==> src/design/bae_pkg.sv <==
// shared types and constants of the binary arithmetic encoder
`default_nettype none

package bae_pkg;

    localparam int WORD_BITS        = 32;
    localparam int BYTE_BITS        = 8;
    localparam int TREE_DEPTH       = 256;
    localparam int NODE_BITS        = $clog2(TREE_DEPTH);
    localparam int SYM_BITS         = 8;
    localparam int BIT_IDX_BITS     = $clog2(SYM_BITS);
    localparam int MAX_RESULTS      = 32;
    localparam int CNT_BITS         = $clog2(MAX_RESULTS + 1);
    localparam int FLUSH_BYTES      = WORD_BITS / BYTE_BITS;
    localparam int IN_DEPTH         = 2;
    localparam int OUT_DEPTH        = 4;
    localparam int PROB_BITS_DEF    = 12;
    localparam int RATE_SHIFT_DEF   = 5;

    localparam logic CMD_ENCODE = 1'b0;
    localparam logic CMD_FLUSH  = 1'b1;

    typedef struct packed {
        logic                command;
        logic [SYM_BITS-1:0] symbol;
    } in_item_t;

    typedef struct packed {
        logic [BYTE_BITS-1:0] out_byte;
        logic                 last;
    } out_item_t;

    // head of the input queue as seen by the back end
    typedef struct packed {
        logic                valid;
        logic                is_flush;
        logic [SYM_BITS-1:0] symbol;
    } job_t;

    typedef struct packed {
        logic idle;
        logic pend_valid;
    } core_stat_t;

    typedef enum logic [2:0] {
        ST_IDLE,
        ST_MUL,
        ST_UPD,
        ST_EMIT,
        ST_FLUSH,
        ST_FIN
    } core_state_t;

endpackage

`default_nettype wire

==> src/design/bae_front.sv <==
// front end: input queue that classifies items into encode and flush jobs
`default_nettype none

module bae_front
    import bae_pkg::*;
(
    input  wire logic     clk,
    input  wire logic     rst_n,
    input  wire logic     push,
    output logic          full,
    input  wire in_item_t item,
    output job_t          job,
    input  wire logic     job_take
);

    localparam int PTR_BITS = (IN_DEPTH > 1) ? $clog2(IN_DEPTH) : 1;
    localparam int CNT_W    = $clog2(IN_DEPTH + 1);

    in_item_t               q_mem [IN_DEPTH];
    logic [PTR_BITS-1:0]    wr_ptr_reg, wr_ptr_next;
    logic [PTR_BITS-1:0]    rd_ptr_reg, rd_ptr_next;
    logic [CNT_W-1:0]       cnt_reg, cnt_next;
    logic                   do_wr;
    logic                   do_rd;
    in_item_t               head;

    assign full  = (cnt_reg == CNT_W'(IN_DEPTH));
    assign do_wr = push && !full;
    assign do_rd = job_take && (cnt_reg != '0);
    assign head  = q_mem[rd_ptr_reg];

    always_comb
    begin
        job.valid    = (cnt_reg != '0);
        job.is_flush = (head.command == CMD_FLUSH);
        job.symbol   = head.symbol;
    end

    always_comb
    begin
        wr_ptr_next = do_wr ? PTR_BITS'(wr_ptr_reg + 1'b1) : wr_ptr_reg;
        rd_ptr_next = do_rd ? PTR_BITS'(rd_ptr_reg + 1'b1) : rd_ptr_reg;
        cnt_next    = cnt_reg;
        if (do_wr && !do_rd)
        begin
            cnt_next = CNT_W'(cnt_reg + 1'b1);
        end
        else if (!do_wr && do_rd)
        begin
            cnt_next = CNT_W'(cnt_reg - 1'b1);
        end
    end

    always_ff @(posedge clk or negedge rst_n)
    begin
        if (!rst_n)
        begin
            wr_ptr_reg <= '0;
            rd_ptr_reg <= '0;
            cnt_reg    <= '0;
        end
        else
        begin
            wr_ptr_reg <= wr_ptr_next;
            rd_ptr_reg <= rd_ptr_next;
            cnt_reg    <= cnt_next;
        end
    end

    always_ff @(posedge clk)
    begin
        if (do_wr)
        begin
            q_mem[wr_ptr_reg] <= item;
        end
    end

endmodule

`default_nettype wire

==> config.mk <==
export PLATFORM = sky130hd
export DESIGN_NAME = bae_front
export DESIGN_NICKNAME = d
export VERILOG_FILES = /design/src/design/bae_pkg.sv /design/src/design/bae_front.sv
export SDC_FILE = /design/constraint.sdc
export NUM_CORES = 1
export LEC_CHECK = 0
export BUFFER_PORTS_ARGS = -buffer_cell sky130_fd_sc_hd__buf_2
export CAP_MARGIN = 10
export CORE_ASPECT_RATIO = 0.8
export CORE_UTILIZATION = 52
export DETAILED_ROUTE_END_ITERATION = 8
export PLACE_DENSITY = 0.86
export SLEW_MARGIN = 20
export SYNTH_ARGS = -nofsm -noshare
export SYNTH_HDL_FRONTEND = slang
export SYNTH_SLANG_ARGS = --single-unit
==> constraint.sdc <==
create_clock -name clk -period 2.55 [get_ports clk]
set_clock_uncertainty 0.15 [all_clocks]
set_input_delay 0.255 -clock clk [delete_from_list [all_inputs] [get_ports clk]]
set_output_delay 0.255 -clock clk [all_outputs]
set_load 0.05 [all_outputs]
Word-level counts from Yosys, hierarchy flattened
Memories as Yosys holds them, arrays and structs flattened.
Index checks and enable logic that the tools add are counted.
{ "classes": {"n_reduce_logical": 9, "eq_ne": 1, "add_sub_neg": 4, "mux": 4} }
{ "op_table": {"columns": ["cell", "count"], "rows": [
  ["logical AND 1 bit", 4],
  ["two-way mux 2 bit", 2],
  ["nonzero test 2 bit", 2],
  ["zero test 1 bit", 3],
  ["adder 1 bit, second input constant", 2],
  ["adder 2 x 1 -> 2 bit, second input constant", 1],
  ["equality test 2 bit, second input constant", 1],
  ["two-way mux 1 bit", 2],
  ["subtractor 2 x 1 -> 2 bit, second input constant", 1]
]} }
{ "totals": {"memories": 1, "out_inout_bits": 11, "ramBits": 18, "register_bits": 4, "input_bits": 13, "wordCells": 22} }
{ "mem_list": {"columns": ["memory", "depth", "word_bits", "read_ports", "rd_clocked_by_memory_dff", "wr", "line_no", "text"], "rows": [
  ["q_mem", 2, 9, 1, 0, 1, "bae_front.sv:19", "in_item_t q_mem [IN_DEPTH];"]
]} }

Longest topological paths before layout
{ "logic_depth": {"depth_word": 7, "mapped_depth": 7, "ltp_nobuf": 7} }

Worst setup path before layout
No wires, ideal clock.
{ "synth_path": {"kind": "register to register", "from": "register cnt_reg[0]", "to": "memory q_mem[0][0] (netlist name), enable pin", "t_arrival_ns": 1.036, "setup_ns": 0.374, "n_path_buf": 0, "synth_period_minus_slack_ns": 1.560, "path_stages_with_launch": 4, "setup_slack_ns": 0.990, "path_cell_list": "dfrtp_1 -> nand2b_1 -> nand2_1 -> nor2_1"} }
{ "synth_between": {"elab_chain_len": 5} }
{ "synth_lines": {"columns": ["item", "line_no", "text"], "rows": [
  ["start: declaration", "bae_front.sv:22", "logic [CNT_W-1:0] cnt_reg, cnt_next;"],
  ["start signal: assignment", "bae_front.sv:66", "cnt_reg <= cnt_next;"],
  ["equality test 2 bit", "bae_front.sv:27", "assign full = (cnt_reg == CNT_W'(IN_DEPTH));"],
  ["zero test 1 bit", "bae_front.sv:28", "assign do_wr = push && !full;"],
  ["logical AND 1 bit", "bae_front.sv:28", null],
  ["two-way mux 1 bit", "bae_front.sv:72", "if (do_wr)"],
  ["two-way mux 1 bit (not written as such)", "bae_front.sv:74", "q_mem[wr_ptr_reg] <= item;"],
  ["end: declaration", "bae_front.sv:19", null]
]} }
No other way between the ends.

==> out/results.txt <==
Across the run, the number of max-cap violations was 0. Summing all multi-input logic gate instances after layout gives 196.4 sq um. For this design the top-level I/O count stands at 24. The vertical die dimension is 38.21 microns. The detail route stage leaves a number of antenna-violating nets equal to 0. The initial utilization of the core area, before any placement, comes to 58.51%. The final layout contains routed wiring with a total length of 1306 microns.

The standard-cell row count is 12, and the layout net count is 98. The logs give 0 for the max-slew violation count and 0 for the diode insertion count for antenna repair. The first global-routing pass estimated 1987 microns of wire. Along the worst path, the maximum fanout reaches 10. TritonCTS built the clock tree. The Yosys warning count was 0; the worst hold-check slack was 53.56 ps.

The number of unique standard cell types used by synthesis came out at 14. The growth of design area from synthesis to finish was 30.54%; the core region area was 1456 sq um. The fraction of layout instances using a drive strength above 1 came out at 44.58%. IR analysis of the VDD net gives a maximum drop of 0.8907 mV. Data on the critical path arrives at its endpoint at 1510 ps.

No sink is reached through more buffers than the 2 on the longest clock path. For the worst-skew pair, the clock arrives at the later sink with an insertion delay of 300 ps. Entering global routing, the biggest net connects 13 pins.

The die covers 1805 sq um. At the pin with the least slew margin, the transition time is 743.1 ps. The worst min-delay path class was in -> reg. For the cell count after synthesis, the log shows 47. The run gives 0 as the number of resized instances in the post-cts repair step. The total number of vias was 469; the average vias per placed instance was 4.510. Leaving out fill and tap cells, the most frequent cell in the layout is buf_2.

The post-CTS setup buffer count is 0. Setup repair after global routing left no endpoint under its margin. In the final routed layout, each cell accounts on average for 12.56 microns. At the end of routability-driven placement, the weighted congestion stood at 0.6896. The biggest cell delay along the critical path came out at 620 ps.

Of the total power, the share spent switching nets is 43.47%. For the initial antenna violation count, the log shows 0. The total of fill cells in the finished design was 92. By area the synthesized netlist is led by edfxtp_1 (63%), mux2_2 (12%), dfrtp_1 (12%), xnor2_1 (3.1%), xor2_1 (2.1%). Area of the mapped netlist: 852.1 sq um. The start point of the worst min-delay path is job_take. Type of destination of the critical path: a primary output. Data on the critical path is required at its endpoint by 2140 ps.

Total power after layout: 0.001351 W. Once layout is complete, the utilization of the core stands at 76.37%. Sequential cells burn 42.1% of the power.

Broken down by cell family, the worst path's largest delay share belongs to flip-flops. The tools report the hold path endpoint as rd_ptr_reg. For the part of the total power dissipated in the clock network, the log shows 11.3%.

STA classifies the critical path startpoint as a register. Leaving out fill and tap cells, the most frequent cells in the layout are buf_2 (23), edfxtp_1 (18), dlygate4sd3_1 (10). The top-area cell type share of the netlist area works out to 63.44%. The total half-perimeter wirelength after legalization and detailed placement came out at 854.9 microns. In this run, the number of DRC markers left after iteration 0 of detailed routing was 3.

In the global route stage, overall resource usage came out at 18.63%. The final global-route overflow total is 0. Input and output buffers added on the ports amount to 23. The clock edge transition at the registers on the reported setup and hold paths was 110 ps. The total buffers and inverters traversed by the critical path was 1. The critical path starts at rd_ptr_reg. Averaged over all synthesized cells, the footprint is 18.13 sq um.

The sequential cells in the finished layout cover a total of 640.6 sq um. The via count of the first global-routing pass is 451. The critical path goes through mux2_2, buf_2. The smallest clock period supported by the final layout is computed as 1919 ps.

Leakage power: 0.4570 nW. The flow ran to the end, and the final reports show no timing, DRC or antenna violations. In this run, synthesis produced a sequential element count of 22. For the final routed database, the setup TNS stands at 0 ps.

Cell internal power was estimated by the tool at 0.0007638 W. Setup violations remaining at the end of the flow were counted as 0. The worst path uses 75.27% of the clock period.

The die outline width came out at 47.26 microns. Combinational logic is responsible for 46.5% of the overall power. The run gives 1 as the number of levels in the clock H-tree.

The source of the worst register-to-register timing path is cnt_reg[0]. The post-synthesis sequential area ratio was 75.18%. The biggest area contributor in the post-synthesis netlist is edfxtp_1.

The number of instances on the worst hold path was 3. Cell at the slowest stage of the critical path: dfrtp_1. The critical path is of the reg -> out type.

For the reported net switching power, the log shows 0.0005874 W. Power spread over the standard cell area amounts to 1215 nW/um^2. Across all register-to-register paths, the minimum setup slack is 760 ps. CTS saw 22 sinks. The number of cells on the worst reg-to-reg path is 3. For this run, the detailed router's first-pass iteration total came to 2.

The run gives 50.28% as the worst slew margin relative to its limit. For this run, design rule violations remaining after detail routing come to 0. The endpoint identified for the worst register-to-register timing path is q_mem[0][2].

The run gives 61 as the post-synth net total. CTS placed an instance of clkbuf_4 at the clock tree root. The number of buffers inserted during clock tree synthesis was 3; the number of flip-flops in the largest register was 18. Based on the critical path, the design can be clocked at up to 521.0 MHz.

Count of final hold-check violations: 0.
==> power groups by stage <==
stage | clock network [W] | logic [W] | registers (W)
finish | 0.000153 | 0.000629 | 0.000570
global route | 0.000172 | 0.000670 | 0.000582
CTS | 0.000154 | 0.000634 | 0.000569
detailed placement | 0 | 0.000620 | 0.000577
global placement | 0 | 0.000611 | 0.000575
floorplan | 0 | 0.000544 | 0.000539
==> cells in the mapped netlist, drive strengths merged <==
library cell	count
xnor2	3
or2	1
nor2	2
nand2b	1
nand2	2
and3	1
xor2	2
dfrtp	4
ha	1
mux2	9
edfxtp	18
buf	1
inv	2
==> timing repair <==
| item | in CTS | in global routing |
|---|---|---|
| endpoints found under the setup margin | 0 | 0 |
| hold endpoints to repair | 22 | 0 |
| hold buffers | 10 | 0 |
==> kinds of logic after synthesis <==
logic type / share of synthesized area (%)
xor gates and xnor gates: 5.140
adders and majority gates: 1.468
buffers and inverters: 1.763
DFF: 75.18
muxes: 11.89
and+or+nand+nor: 4.554
==> layer usage <==
metal | track usage, % | wire (microns)
met1 | 20.13 | 593
met2 | 30.82 | 625
met3 | 8.491 | 71
met4 | 8.571 | 16
met5 | 0 | 0
==> layout make-up <==
type	count	area share, %
inverter	2	0.6749
clock buffer	3	2.025
sequential	22	57.59
tap	21	2.362
multi-input combinational	22	17.66
timing repair buffer	33	19.35
clock inverter	1	0.3375
==> stage by stage <==
step                      instance area, sq um  instances  setup WS (ps)
after floorplan                          852.1         47          990.3
after global placement                   985.9         90          869.3
after detailed placement                 985.9         90          754.8
after CTS                                 1112        104          626.8
after global routing                      1112        104          538.7
final                                     1112        104          630.6
==> worst min-delay path, cell delays in order <==
cell and delay, ps:
buf_2 100, nand2_2 60, xnor2_1 60
==> how the worst max path moves through the flow <==
stage                        to  depth (start not counted)
floorplan           q_mem[0][0]                          3
global placement    q_mem[0][1]                          3
detailed placement  q_mem[0][1]                          3
CTS                      job[7]                          2
global route             job[7]                          2
finish                   job[8]                          2
Power figures use the tool's default switching activity.
