## src/design/bae_pkg.sv

```systemverilog
// shared types and constants of the binary arithmetic encoder
`default_nettype none

package bae_pkg;

    localparam int WORD_BITS        = 32;
    localparam int BYTE_BITS        = 8;
    localparam int TREE_DEPTH       = 256;
    localparam int NODE_BITS        = $clog2(TREE_DEPTH);
    localparam int SYM_BITS         = 8;
    localparam int BIT_IDX_BITS     = $clog2(SYM_BITS);
    localparam int MAX_RESULTS      = 32;
    localparam int CNT_BITS         = $clog2(MAX_RESULTS + 1);
    localparam int FLUSH_BYTES      = WORD_BITS / BYTE_BITS;
    localparam int IN_DEPTH         = 2;
    localparam int OUT_DEPTH        = 4;
    localparam int PROB_BITS_DEF    = 12;
    localparam int RATE_SHIFT_DEF   = 5;

    localparam logic CMD_ENCODE = 1'b0;
    localparam logic CMD_FLUSH  = 1'b1;

    typedef struct packed {
        logic                command;
        logic [SYM_BITS-1:0] symbol;
    } in_item_t;

    typedef struct packed {
        logic [BYTE_BITS-1:0] out_byte;
        logic                 last;
    } out_item_t;

    // head of the input queue as seen by the back end
    typedef struct packed {
        logic                valid;
        logic                is_flush;
        logic [SYM_BITS-1:0] symbol;
    } job_t;

    typedef struct packed {
        logic idle;
        logic pend_valid;
    } core_stat_t;

    typedef enum logic [2:0] {
        ST_IDLE,
        ST_MUL,
        ST_UPD,
        ST_EMIT,
        ST_FLUSH,
        ST_FIN
    } core_state_t;

endpackage

`default_nettype wire

```

## src/design/bae_outq.sv

```systemverilog
// output queue of coded bytes
`default_nettype none

module bae_outq
    import bae_pkg::*;
(
    input  wire logic      clk,
    input  wire logic      rst_n,
    input  wire logic      wr,
    input  wire out_item_t wr_data,
    output logic           room,
    output logic           empty,
    input  wire logic      pop,
    output out_item_t      result
);

    localparam int PTR_BITS = (OUT_DEPTH > 1) ? $clog2(OUT_DEPTH) : 1;
    localparam int CNT_W    = $clog2(OUT_DEPTH + 1);

    out_item_t              q_mem [OUT_DEPTH];
    logic [PTR_BITS-1:0]    wr_ptr_reg, wr_ptr_next;
    logic [PTR_BITS-1:0]    rd_ptr_reg, rd_ptr_next;
    logic [CNT_W-1:0]       cnt_reg, cnt_next;
    logic                   do_wr;
    logic                   do_rd;

    assign room   = (cnt_reg != CNT_W'(OUT_DEPTH));
    assign empty  = (cnt_reg == '0);
    assign do_wr  = wr && room;
    assign do_rd  = pop && !empty;
    assign result = q_mem[rd_ptr_reg];

    always_comb
    begin
        wr_ptr_next = do_wr ? PTR_BITS'(wr_ptr_reg + 1'b1) : wr_ptr_reg;
        rd_ptr_next = do_rd ? PTR_BITS'(rd_ptr_reg + 1'b1) : rd_ptr_reg;
        cnt_next    = cnt_reg;
        if (do_wr && !do_rd)
        begin
            cnt_next = CNT_W'(cnt_reg + 1'b1);
        end
        else if (!do_wr && do_rd)
        begin
            cnt_next = CNT_W'(cnt_reg - 1'b1);
        end
    end

    always_ff @(posedge clk or negedge rst_n)
    begin
        if (!rst_n)
        begin
            wr_ptr_reg <= '0;
            rd_ptr_reg <= '0;
            cnt_reg    <= '0;
        end
        else
        begin
            wr_ptr_reg <= wr_ptr_next;
            rd_ptr_reg <= rd_ptr_next;
            cnt_reg    <= cnt_next;
        end
    end

    always_ff @(posedge clk)
    begin
        if (do_wr)
        begin
            q_mem[wr_ptr_reg] <= wr_data;
        end
    end

endmodule

`default_nettype wire

```

## config.mk

```make
export PLATFORM = sky130hd
export DESIGN_NAME = bae_outq
export DESIGN_NICKNAME = d
export VERILOG_FILES = /design/src/design/bae_pkg.sv /design/src/design/bae_outq.sv
export SDC_FILE = /design/constraint.sdc
export NUM_CORES = 1
export LEC_CHECK = 0
export BUFFER_PORTS_ARGS = -buffer_cell sky130_fd_sc_hd__buf_2
export CAP_MARGIN = 20
export CORE_MARGIN = 3
export CORE_UTILIZATION = 35
export DETAILED_ROUTE_END_ITERATION = 8
export PLACE_DENSITY = 0.64
export SLEW_MARGIN = 30
export SYNTH_ARGS = -nofsm -noshare
export SYNTH_HDL_FRONTEND = slang
export SYNTH_SLANG_ARGS = --single-unit
```

## constraint.sdc

```tcl
create_clock -name clk -period 3.2 [get_ports clk]
set_clock_uncertainty 0.05 [all_clocks]
set_input_delay 0.16 -clock clk [delete_from_list [all_inputs] [get_ports clk]]
set_output_delay 0.16 -clock clk [all_outputs]
set_load 0.03 [all_outputs]
```

* Word level (Yosys, flattened, before mapping) *
Memories as Yosys holds them, arrays and structs flattened.
Index checks and enable logic that the tools add are counted.

operators by class
  add/sub/neg operators = 4
  equality and inequality tests = 1
  multiplexer cells = 4
  reduce and logical (&&, ||, !) cells = 9

operators by type and width
  kind                                                                count
  3-bit two-way mux                                                   2
  2-bit by 1-bit adder with 2-bit output, second input constant       2
  1-bit logical AND                                                   4
  3-bit by 1-bit adder with 3-bit output, second input constant       1
  1-bit zero test                                                     3
  3-bit zero test                                                     1
  3-bit inequality test, second input constant                        1
  3-bit by 1-bit subtractor with 3-bit output, second input constant  1
  1-bit two-way mux                                                   2
  2-bit nonzero test                                                  1

word-level totals
  register bits after elaboration = 7
  bits in writable memories = 36
  input port bits = 13
  memories kept = 1

memory list
  name   words  bits a word  read ports  clocked after Yosys merged registers in  wr ports  RTL line        RTL
  q_mem  4      9            1           0                                        1         bae_outq.sv:20  out_item_t q_mem [OUT_DEPTH];

* Logic depth before layout (Yosys ltp) *
Gate-level depths: netlist of run 1.

  depth after elaboration = 6
  mapped depth = 8
  depth with buffers taken out = 8

* Worst setup path after synthesis of run 1 *
OpenSTA, ideal clock, no wires.

  kind = register to register
  start = register cnt_reg[0]
  end = register cnt_reg[2]
  library setup time = 79 ps
  arrival time = 1900 ps
  slack = 1170 ps
  cell stages (with the launch flop) = 9
  buffers on the path = 0
  cell sequence = dfrtp_1 > or3_4 > nand2_4 > ha_1 > inv_1 > fa_1 > xor2_1 > nor2_1 > xor2_1

between the ends
  cells in the longest elaborated chain, start to end = 6
  elaborated cells between the ends (all ways) = 14
  those cells by class = add/sub: 2; eq/ne: 1; mux: 2; reduce/logical: 9

RTL lines
  what                                                                                                 RTL line        RTL
  from (decl)                                                                                          bae_outq.sv:23  logic [CNT_W-1:0] cnt_reg, cnt_next;
  from (signal assigned)                                                                               bae_outq.sv:60  cnt_reg <= cnt_next;
  parallel branches: the longest is 6 deep, another holds 3-bit by 1-bit subtractor with 3-bit output  --

Several ways; the timed one is not identified. The select of a mux whose other input is x is not followed.
A chain may end at the register's enable or synchronous reset.

* Worst setup path after layout of run 1 *
Same ends and word-level chain as after synthesis.

==> results of run 1 <==
-- cell usage in the layout (no fill, tap or decap), drive strengths merged --
cell         synthesis  final
xnor2                4      4
nor2                 2      2
xor2                 2      2
edfxtp              36     36
mux4                 9      9
bufinv               0      1
nand2                2      2
clkbuf               0      5
fa                   1      1
inv                  4      4
ha                   5      5
and2                 4      4
clkinv               0      2
dlygate4sd3          0      1
mux2                 2      2
buf                  2     23
nand3                1      1
dfrtp                7      7
a21boi               1      1
or3                  1      1
-- cells by family (layout without fill, tap and decap cells) --
group | Yosys count | in the layout
xor gates and xnor gates | 6 | 6
adders and majority gates | 6 | 6
buffers and inverters | 6 | 36
AOI/OAI and AO/OA | 1 | 1
muxes | 11 | 11
DFF | 43 | 43
and+or+nand+nor | 10 | 10
-- routing by layer --
| layer | part of all wire | GRT usage |
|---|---|---|
| met5 | 0 | 0 |
| met4 | 0.0029 | 0.0217 |
| met3 | 0.061 | 0.0461 |
| met2 | 0.53 | 0.168 |
| met1 | 0.41 | 0.121 |
-- cell type report --
class / instances / area [µm²]
Multi-Input combinational cell: 34 / 454
Tap cell: 67 / 83.8
Timing Repair Buffer: 24 / 125
Sequential cell: 43 / 1260
Fill cell: 443 / 2710
Clock buffer: 5 / 68.8
Clock inverter: 3 / 43.8
Inverter: 4 / 15.0
-- critical path, delay by kind of cell (launching register included) --
family,cells,cell delay [ns]
simple gates,3,0.64
fa+ha+maj,2,0.55
flops,1,0.45
xor+xnor,2,0.34
buf+inv,1,0.06
-- power groups by stage --
stage	sequential, mW	clock, mW	combinational [mW]
floorplan	0.821	0	0.583
global placement	0.893	0	0.660
detailed placement	0.906	0	0.678
CTS	0.895	0.419	0.680
global route	0.912	0.449	0.722
finish	0.887	0.411	0.663
-- metrics by stage --
step | setup slack (ns) | hold WS, ns
CTS | 0.973 | 0.0228
floorplan | 1.17 | -0.186
global route | 0.907 | 0.0158
global placement | 1.15 | -0.0515
finish | 1.03 | 0.0281
detailed placement | 1.01 | -0.0437
-- final timing paths --
kind | to | slack [ns]
hold / removal | q_mem[1][7] | 0.03
max in group asynchronous | rd_ptr_reg[0] | 2.78
hold reg to reg | wr_ptr_reg[1] | 0.51
setup / recovery | cnt_reg[2] | 1.03
min in group asynchronous | cnt_reg[2] | 0.16
setup reg to reg | cnt_reg[2] | 1.03
-- cells in the mapped netlist (all sizes together) --
cell type	instances	area, µm²
dfrtp	7	175
mux2	2	22.5
xor2	2	17.5
nand2	2	15.0
mux4	9	206
ha	5	62.6
and2	4	25.0
buf	2	16.3
or3	1	11.3
nand3	1	10.0
edfxtp	36	1080
nor2	2	10.0
a21boi	1	18.8
inv	4	15.0
xnor2	4	35.0
fa	1	20.0
==> impl_metrics.yaml, run 1 <==
power:
  clkPwrFrac: 0.210
  total_power_mw: 1.96
  power.density_mw_per_mm2: 958
  p_comb_frac: 0.338
  peakVddDrop_mv: 0.479
  p_seq_frac: 0.452
  p_sw_uw: 687
  leakagePower_nw: 0.756
  swShare: 0.350
  p_int_mw: 1.27
placed_design:
  placed_cell_area_mm2: 0.00192
  dp_hpwl_um: 1880
  place_congestion: 0.681
  portBuffers: 23
  dpl.cell_count: 171
yosys:
  yosysSeqAreaShare: 0.721
  synth_cell_type_count: 21
  syn-cell-area_mm2: 0.00174
  synthAdderAreaFrac: 0.0474
  synth-simple-area-share: 0.0409
  synthMuxAreaShare: 0.131
  syn-num-nets: 102
  yosys_warnings: 0
  synth_compound_area_frac: 0.0108
  syn_area_per_cell_um2: 21.0
  synth-seq-cells: 43
  synth_top_family_by_area: "multiplexers"
  synthXorXnorAreaFrac: 0.0302
  syn_inst: 83
sta:
  slew_violations: 0
  relSlewSlack: 0.543
  rsz0062_at_grt: "false"
  post-route-period-util: 0.677
  fin_crit_ns: 2.17
  hold_violations: 0
  setup_viol: 0
  tightest_slew_ns: 0.685
  fin_setup_tns_ns: 0
  max_freq_ghz: 0.461
cts:
  numClockSinks: 43
  htreeDepth: 2
  cts_tree: "done"
  insertion_delay_ns: 0.29
  cts_buffers: 5
  cts_resized: 0
  cts-root-buf: "clkbuf_8"
  clkTransAtPathRegs_ns: 0.08
  clk_path_buf_depth: 2
  hold_buffers: 1
  post-cts-setup-buffers: 0
min_path:
  hp-class: "in -> reg"
  hold-path-cell-count: 1
  worstHoldStart: "wr_data[7]"
route:
  wl_per_cell_um: 15.1
  drt_iter0_drc: 28
  drt_wl_total_um: 2720
  antenna_left: 0
  detail_route.first_pass.iterations: 3
  post-route-drc-count: 0
  vias: 807
  via_per_inst: 4.48
layout:
  area_delta_synth_final_pct: 17.5
  largest_reg_flops: 36
  finalNetCount: 131
  antenna_cells: 0
  final_area_mm2: 0.00205
  layout-drive-gt1-share: 0.398
  finalNonFillerCells: 180
  finalCoreUtilization: 0.431
status:
  status: "finished clean"
floorplanning:
  start_util: 0.366
  ioPinCount: 24
  die_w_um: 76.5
  rows: 25
  die_y_um: 76.5
  die-area_mm2: 0.00586
  coreArea_mm2: 0.00475
critical_path:
  slowest_delay_ns: 0.45
  critPathArrivalTime_ns: 2.33
  critPathLaunchType: "register"
  crit_slowest_cell: "dfrtp_1"
  worstPathRequired_ns: 3.37
  startpoint: "cnt_reg[0]"
  r2r-start: "cnt_reg[0]"
  worstSetupPathType: "reg -> reg"
  worst_r2r_path_depth: 8
  worstSetupEndpointType: "register"
  crit_top_cell: "xor2_1"
  path_cells: "or3_4, nand2_4, ha_1, inv_1, fa_1, xor2_1, nor2_1, xor2_1"
  crit_fanout: 4
global_route:
  grt_pass1_wl_um: 4450
  antenna_found_initial: 0
  grt_max_degree: 15
  overflow: 0
  grt_pass1_vias: 899
  grt_util_all_layers: 0.101
flow_run:
  drv_cap: 0
Power figures use the tool's default switching activity.
==> run 2, diff against run 1 <==
--- a/config.mk
+++ b/config.mk
@@ -10,7 +10,7 @@
 export CORE_MARGIN = 3
 export CORE_UTILIZATION = 35
 export DETAILED_ROUTE_END_ITERATION = 8
-export PLACE_DENSITY = 0.64
+export PLACE_DENSITY = 0.66
 export SLEW_MARGIN = 30
 export SYNTH_ARGS = -nofsm -noshare
 export SYNTH_HDL_FRONTEND = slang
==> constraint.sdc (replaced) <==
create_clock -name clk -period 1.8 [get_ports clk]
set_clock_uncertainty 0.05 [all_clocks]
set_input_delay 0.09 -clock clk [delete_from_list [all_inputs] [get_ports clk]]
set_output_delay 0.09 -clock clk [all_outputs]
set_load 0.03 [all_outputs]
==> impl_metrics.yaml, run 2 (synthesis results as in run 1) <==
sta:
  hold_violations: 0
  max_freq_ghz: 0.523
  fin_setup_tns_ns: -0.203
  slew_violations: 0
  rsz0062_at_grt: "true"
  setup_viol: 2
  finalWorstSetupSlack_ns: -0.112
  relSlewSlack: 0.676
  tightest_slew_ns: 0.485
  post-route-period-util: 1.06
  fin_crit_ns: 1.91
  timing.hold.ws_ns: 0.0322
power:
  peakVddDrop_mv: 0.679
  leakagePower_nw: 0.891
  power.density_mw_per_mm2: 1600
cts:
  htreeDepth: 2
  insertion_delay_ns: 0.29
  clk_path_buf_depth: 2
  cts-root-buf: "clkbuf_8"
  cts_tree: "done"
  clkTransAtPathRegs_ns: 0.08
  numClockSinks: 43
  cts_buffers: 5
min_path:
  hold_end: "rd_ptr_reg[1]"
  hp-class: "in -> reg"
  hold-path-cell-count: 3
  worstHoldStart: "pop"
critical_path:
  crit_slowest_cell: "or3_4"
  worstSetupEndpointType: "register"
  r2r_end: "cnt_reg[2]"
  path_cells: "or3_4, nand2_4, ha_4, inv_2, fa_2, xor2_1, nor2_1, xor2_1"
  r2r-start: "cnt_reg[2]"
  worst_r2r_path_depth: 8
  critPathLaunchType: "register"
  worstSetupPathType: "reg -> reg"
  crit_top_cell: "xor2_1"
  worstPathRequired_ns: 1.96
  critPathArrivalTime_ns: 2.07
  slowest_delay_ns: 0.41
  regToRegSetupSlack_ns: -0.11
  crit_fanout: 2
floorplanning:
  die_y_um: 76.5
  die-area_mm2: 0.00586
  start_util: 0.366
  ioPinCount: 24
  die_w_um: 76.5
  coreArea_mm2: 0.00475
  rows: 25
layout:
  final_common_cell: "edfxtp_1"
  finalNetCount: 160
  fillers: 430
  final_cell_mix: "edfxtp_1, buf_2, buf_4, dlygate4sd3_1, mux4_2"
  multi_input_area_um2: 478
  largest_reg_flops: 36
  finalNonFillerCells: 209
  regArea_mm2: 0.00126
  area_delta_synth_final_pct: 33.3
  layout-drive-gt1-share: 0.479
  antenna_cells: 0
route:
  antenna_left: 0
  wl_per_cell_um: 13.8
  via_per_inst: 4.38
  detail_route.first_pass.iterations: 4
  dr_wl_met2_um: 1520
  wl_met1_um: 1200
  drt_wl_total_um: 2890
  top_layer: "met4"
  vias: 915
  wl_met3_um: 134
  post-route-drc-count: 0
  drt_iter0_drc: 24
status:
  violations: "negative setup slack"
  status: "finished with violations"
global_route:
  grt_pass1_wl_um: 4780
  grt_pass1_vias: 958
  grt_max_degree: 14
  grt_util_all_layers: 0.109
  antenna_found_initial: 0
  overflow: 0
placed_design:
  dpl.cell_count: 186
  pre_cts_ws_ns: -0.127
  place_congestion: 0.693
  portBuffers: 23
flow_run:
  drv_cap: 0
-- run 2: how the worst max path moves through the flow --
stage | from | to | slack (ns) | cells after the start
detailed placement | cnt_reg[1] | cnt_reg[2] | -0.13 | 8
floorplan | cnt_reg[0] | cnt_reg[2] | -0.13 | 8
finish | cnt_reg[2] | cnt_reg[2] | -0.11 | 8
global route | cnt_reg[2] | cnt_reg[2] | -0.19 | 8
global placement | cnt_reg[1] | cnt_reg[2] | -0.05 | 8
CTS | cnt_reg[2] | cnt_reg[2] | -0.12 | 8
-- run 2: metal layers --
| layer | global-route usage | up-vias |
|---|---|---|
| met1 | 0.127 | 456 |
| li1 | - | 433 |
| met5 | 0 | - |
| met4 | 0.0435 | 0 |
| met3 | 0.0414 | 4 |
| met2 | 0.182 | 22 |
-- run 2: power breakdown --
part	switching [mW]	internal, mW
Combinational	0.829	0.815
Clock	0.302	0.271
Sequential	0.146	1.35
-- run 2: area by class of cell --
type,instances,share of cell area
Multi-Input combinational cell,34,0.206
Clock inverter,2,0.00539
Sequential cell,43,0.541
Inverter,4,0.00647
Tap cell,67,0.0361
Clock buffer,6,0.0312
Timing Repair Buffer,53,0.173
-- run 2: repair_timing --
action                                 CTS  global route
endpoints found under the hold margin   43             0
setup buffers                            1             4
setup endpoints to repair               10             3
pin swaps                                5             0
hold buffers                            10             0
resized for setup                        2             1
-- run 2: stage by stage --
stage / power, mW / utilization / cell area, µm²
3_3_place_gp: 3.01 / 0.439 / 2090
5_1_grt: 3.94 / 0.488 / 2320
2_1_floorplan: 2.52 / - / 1760
6_report: 3.71 / 0.488 / 2320
4_1_cts: 3.71 / 0.481 / 2290
3_5_place_dp: 3.09 / 0.439 / 2090
-- run 2: critical path: cells and delay by family, from the launching register on --
kind	cells	cell delay, ns
and+or+nand+nor	3	0.61
adders and majority gates	2	0.46
DFF	1	0.39
xor gates and xnor gates	2	0.30
buffers and inverters	1	0.04
==> run 3, diff against run 2 <==
--- a/config.mk
+++ b/config.mk
@@ -10,7 +10,8 @@
 export CORE_MARGIN = 3
 export CORE_UTILIZATION = 35
 export DETAILED_ROUTE_END_ITERATION = 8
-export PLACE_DENSITY = 0.66
+export PLACE_DENSITY = 0.64
+export RECOVER_POWER = 50
 export SLEW_MARGIN = 30
 export SYNTH_ARGS = -nofsm -noshare
 export SYNTH_HDL_FRONTEND = slang
==> constraint.sdc (replaced) <==
create_clock -name clk -period 2 [get_ports clk]
set_clock_uncertainty 0.05 [all_clocks]
set_input_delay 0 -clock clk [delete_from_list [all_inputs] [get_ports clk]]
set_output_delay 0 -clock clk [all_outputs]
set_load 0.03 [all_outputs]
==> impl_metrics.yaml, run 3 (synthesis results as in run 1) <==
global_route:
  grt_pass1_vias: 951
  grt_util_all_layers: 0.110
  overflow: 0
  antenna_found_initial: 0
  grt_max_degree: 14
  grt_pass1_wl_um: 4820
min_path:
  hp-class: "in -> async"
layout:
  finalNetCount: 152
  fillers: 442
  final_cell_mix: "edfxtp_1, clkbuf_1, buf_2, dlygate4sd3_1, buf_4"
  regArea_mm2: 0.00126
  antenna_cells: 0
  area_delta_synth_final_pct: 26.5
  finalCoreUtilization: 0.463
  layout-drive-gt1-share: 0.351
  largest_reg_flops: 36
  final_common_cell: "edfxtp_1"
  multi_input_area_um2: 469
  finalNonFillerCells: 201
cts:
  insertion_delay_ns: 0.28
  cts_buffers: 5
  numClockSinks: 43
  cts-root-buf: "clkbuf_8"
  clkTransAtPathRegs_ns: 0.08
  htreeDepth: 2
  clk_path_buf_depth: 2
  cts_tree: "done"
floorplanning:
  rows: 25
  die_y_um: 76.5
  die_w_um: 76.5
  die-area_mm2: 0.00586
  start_util: 0.366
  coreArea_mm2: 0.00475
  ioPinCount: 24
sta:
  post-route-period-util: 0.974
  fin_setup_tns_ns: 0
  hold_violations: 0
  max_freq_ghz: 0.513
  finalWorstSetupSlack_ns: 0.0525
  slew_violations: 0
  setup_viol: 0
  rsz0062_at_grt: "true"
  fin_crit_ns: 1.95
  relSlewSlack: 0.646
  tightest_slew_ns: 0.531
critical_path:
  worstSetupEndpointType: "register"
  critPathArrivalTime_ns: 2.11
  critical_path.endpoint: "cnt_reg[2]"
  r2r_end: "cnt_reg[2]"
  worstPathRequired_ns: 2.16
  r2r-start: "cnt_reg[1]"
  startpoint: "cnt_reg[1]"
  worstSetupPathType: "reg -> reg"
  regToRegSetupSlack_ns: 0.05
  crit_fanout: 2
  worst_r2r_path_depth: 8
  critPathLaunchType: "register"
route:
  antenna_left: 0
  drt_iter0_drc: 55
  wl_per_cell_um: 14.7
  drt_wl_total_um: 2960
  via_per_inst: 4.49
  post-route-drc-count: 0
  detail_route.first_pass.iterations: 3
  vias: 903
placed_design:
  dpl.cell_count: 178
  pre_cts_ws_ns: -0.0399
  dp_hpwl_um: 2040
  portBuffers: 23
  place_congestion: 0.667
power:
  leakagePower_nw: 0.806
  peakVddDrop_mv: 0.669
  power.density_mw_per_mm2: 1440
  total_power_mw: 3.18
status:
  status: "finished clean"
flow_run:
  drv_cap: 0
==> run 3: cell count changes in the layout (fill, tap and decap cells not counted), sizes merged <==
cell	delta
buf	-20
clkbuf	+11
dlygate4sd3	+1
==> run 3: area by class of cell <==
type,count,area share
tap,67,0.0380
inverter,4,0.00681
clock buffer,6,0.0329
clock inverter,2,0.00568
timing repair buffer,45,0.133
multi-input combinational,34,0.213
sequential,43,0.570
==> run 3: critical path, cell delays in order, from the launching register on <==
cell and delay [ns]:
dfrtp_1 0.38, or3_4 0.40, nand2_4 0.08, ha_4 0.13, inv_2 0.04, fa_2 0.35
xor2_1 0.15, nor2_1 0.13, xor2_1 0.16
==> run 3: routing by layer <==
layer	vias to the layer above	track usage	wire length, µm
met2	21	0.178	1480
met5	-	0	0
met4	0	0.0435	34
li1	417	-	-
met3	2	0.0366	126
met1	463	0.137	1320
==> run 3: power by group <==
group	switching [mW]	total [mW]	internal [mW]
Sequential	0.137	1.35	1.21
Clock	0.280	0.524	0.244
Combinational	0.722	1.31	0.589
==> run 3: what timing repair did <==
action	CTS	global route
setup endpoints to repair	1	2
endpoints found under the hold margin	45	0
pin swaps	3	7
buffers inserted	1	3
hold buffers	11	0
resized for setup	1	1
==> run 3: how the worst min path moves through the flow <==
| stage | from | endpoint | slack [ns] | depth (start not counted) |
|---|---|---|---|---|
| floorplan | rst_n | cnt_reg[0] | -0.35 | 0 |
| global placement | rst_n | cnt_reg[0] | -0.21 | 1 |
| detailed placement | rst_n | cnt_reg[1] | -0.20 | 1 |
| CTS | rst_n | cnt_reg[1] | 0.02 | 2 |
| global route | rst_n | cnt_reg[0] | 0.12 | 2 |
| finish | rst_n | cnt_reg[1] | 0.11 | 2 |
==> run 3: per-stage QoR <==
stage / hold slack, ns / cell area [µm²]
finish: 0.109 / 2200
global route: 0.118 / 2200
CTS: 0.0217 / 2190
detailed placement: -0.201 / 1980
global placement: -0.211 / 1980
floorplan: -0.346 / 1750
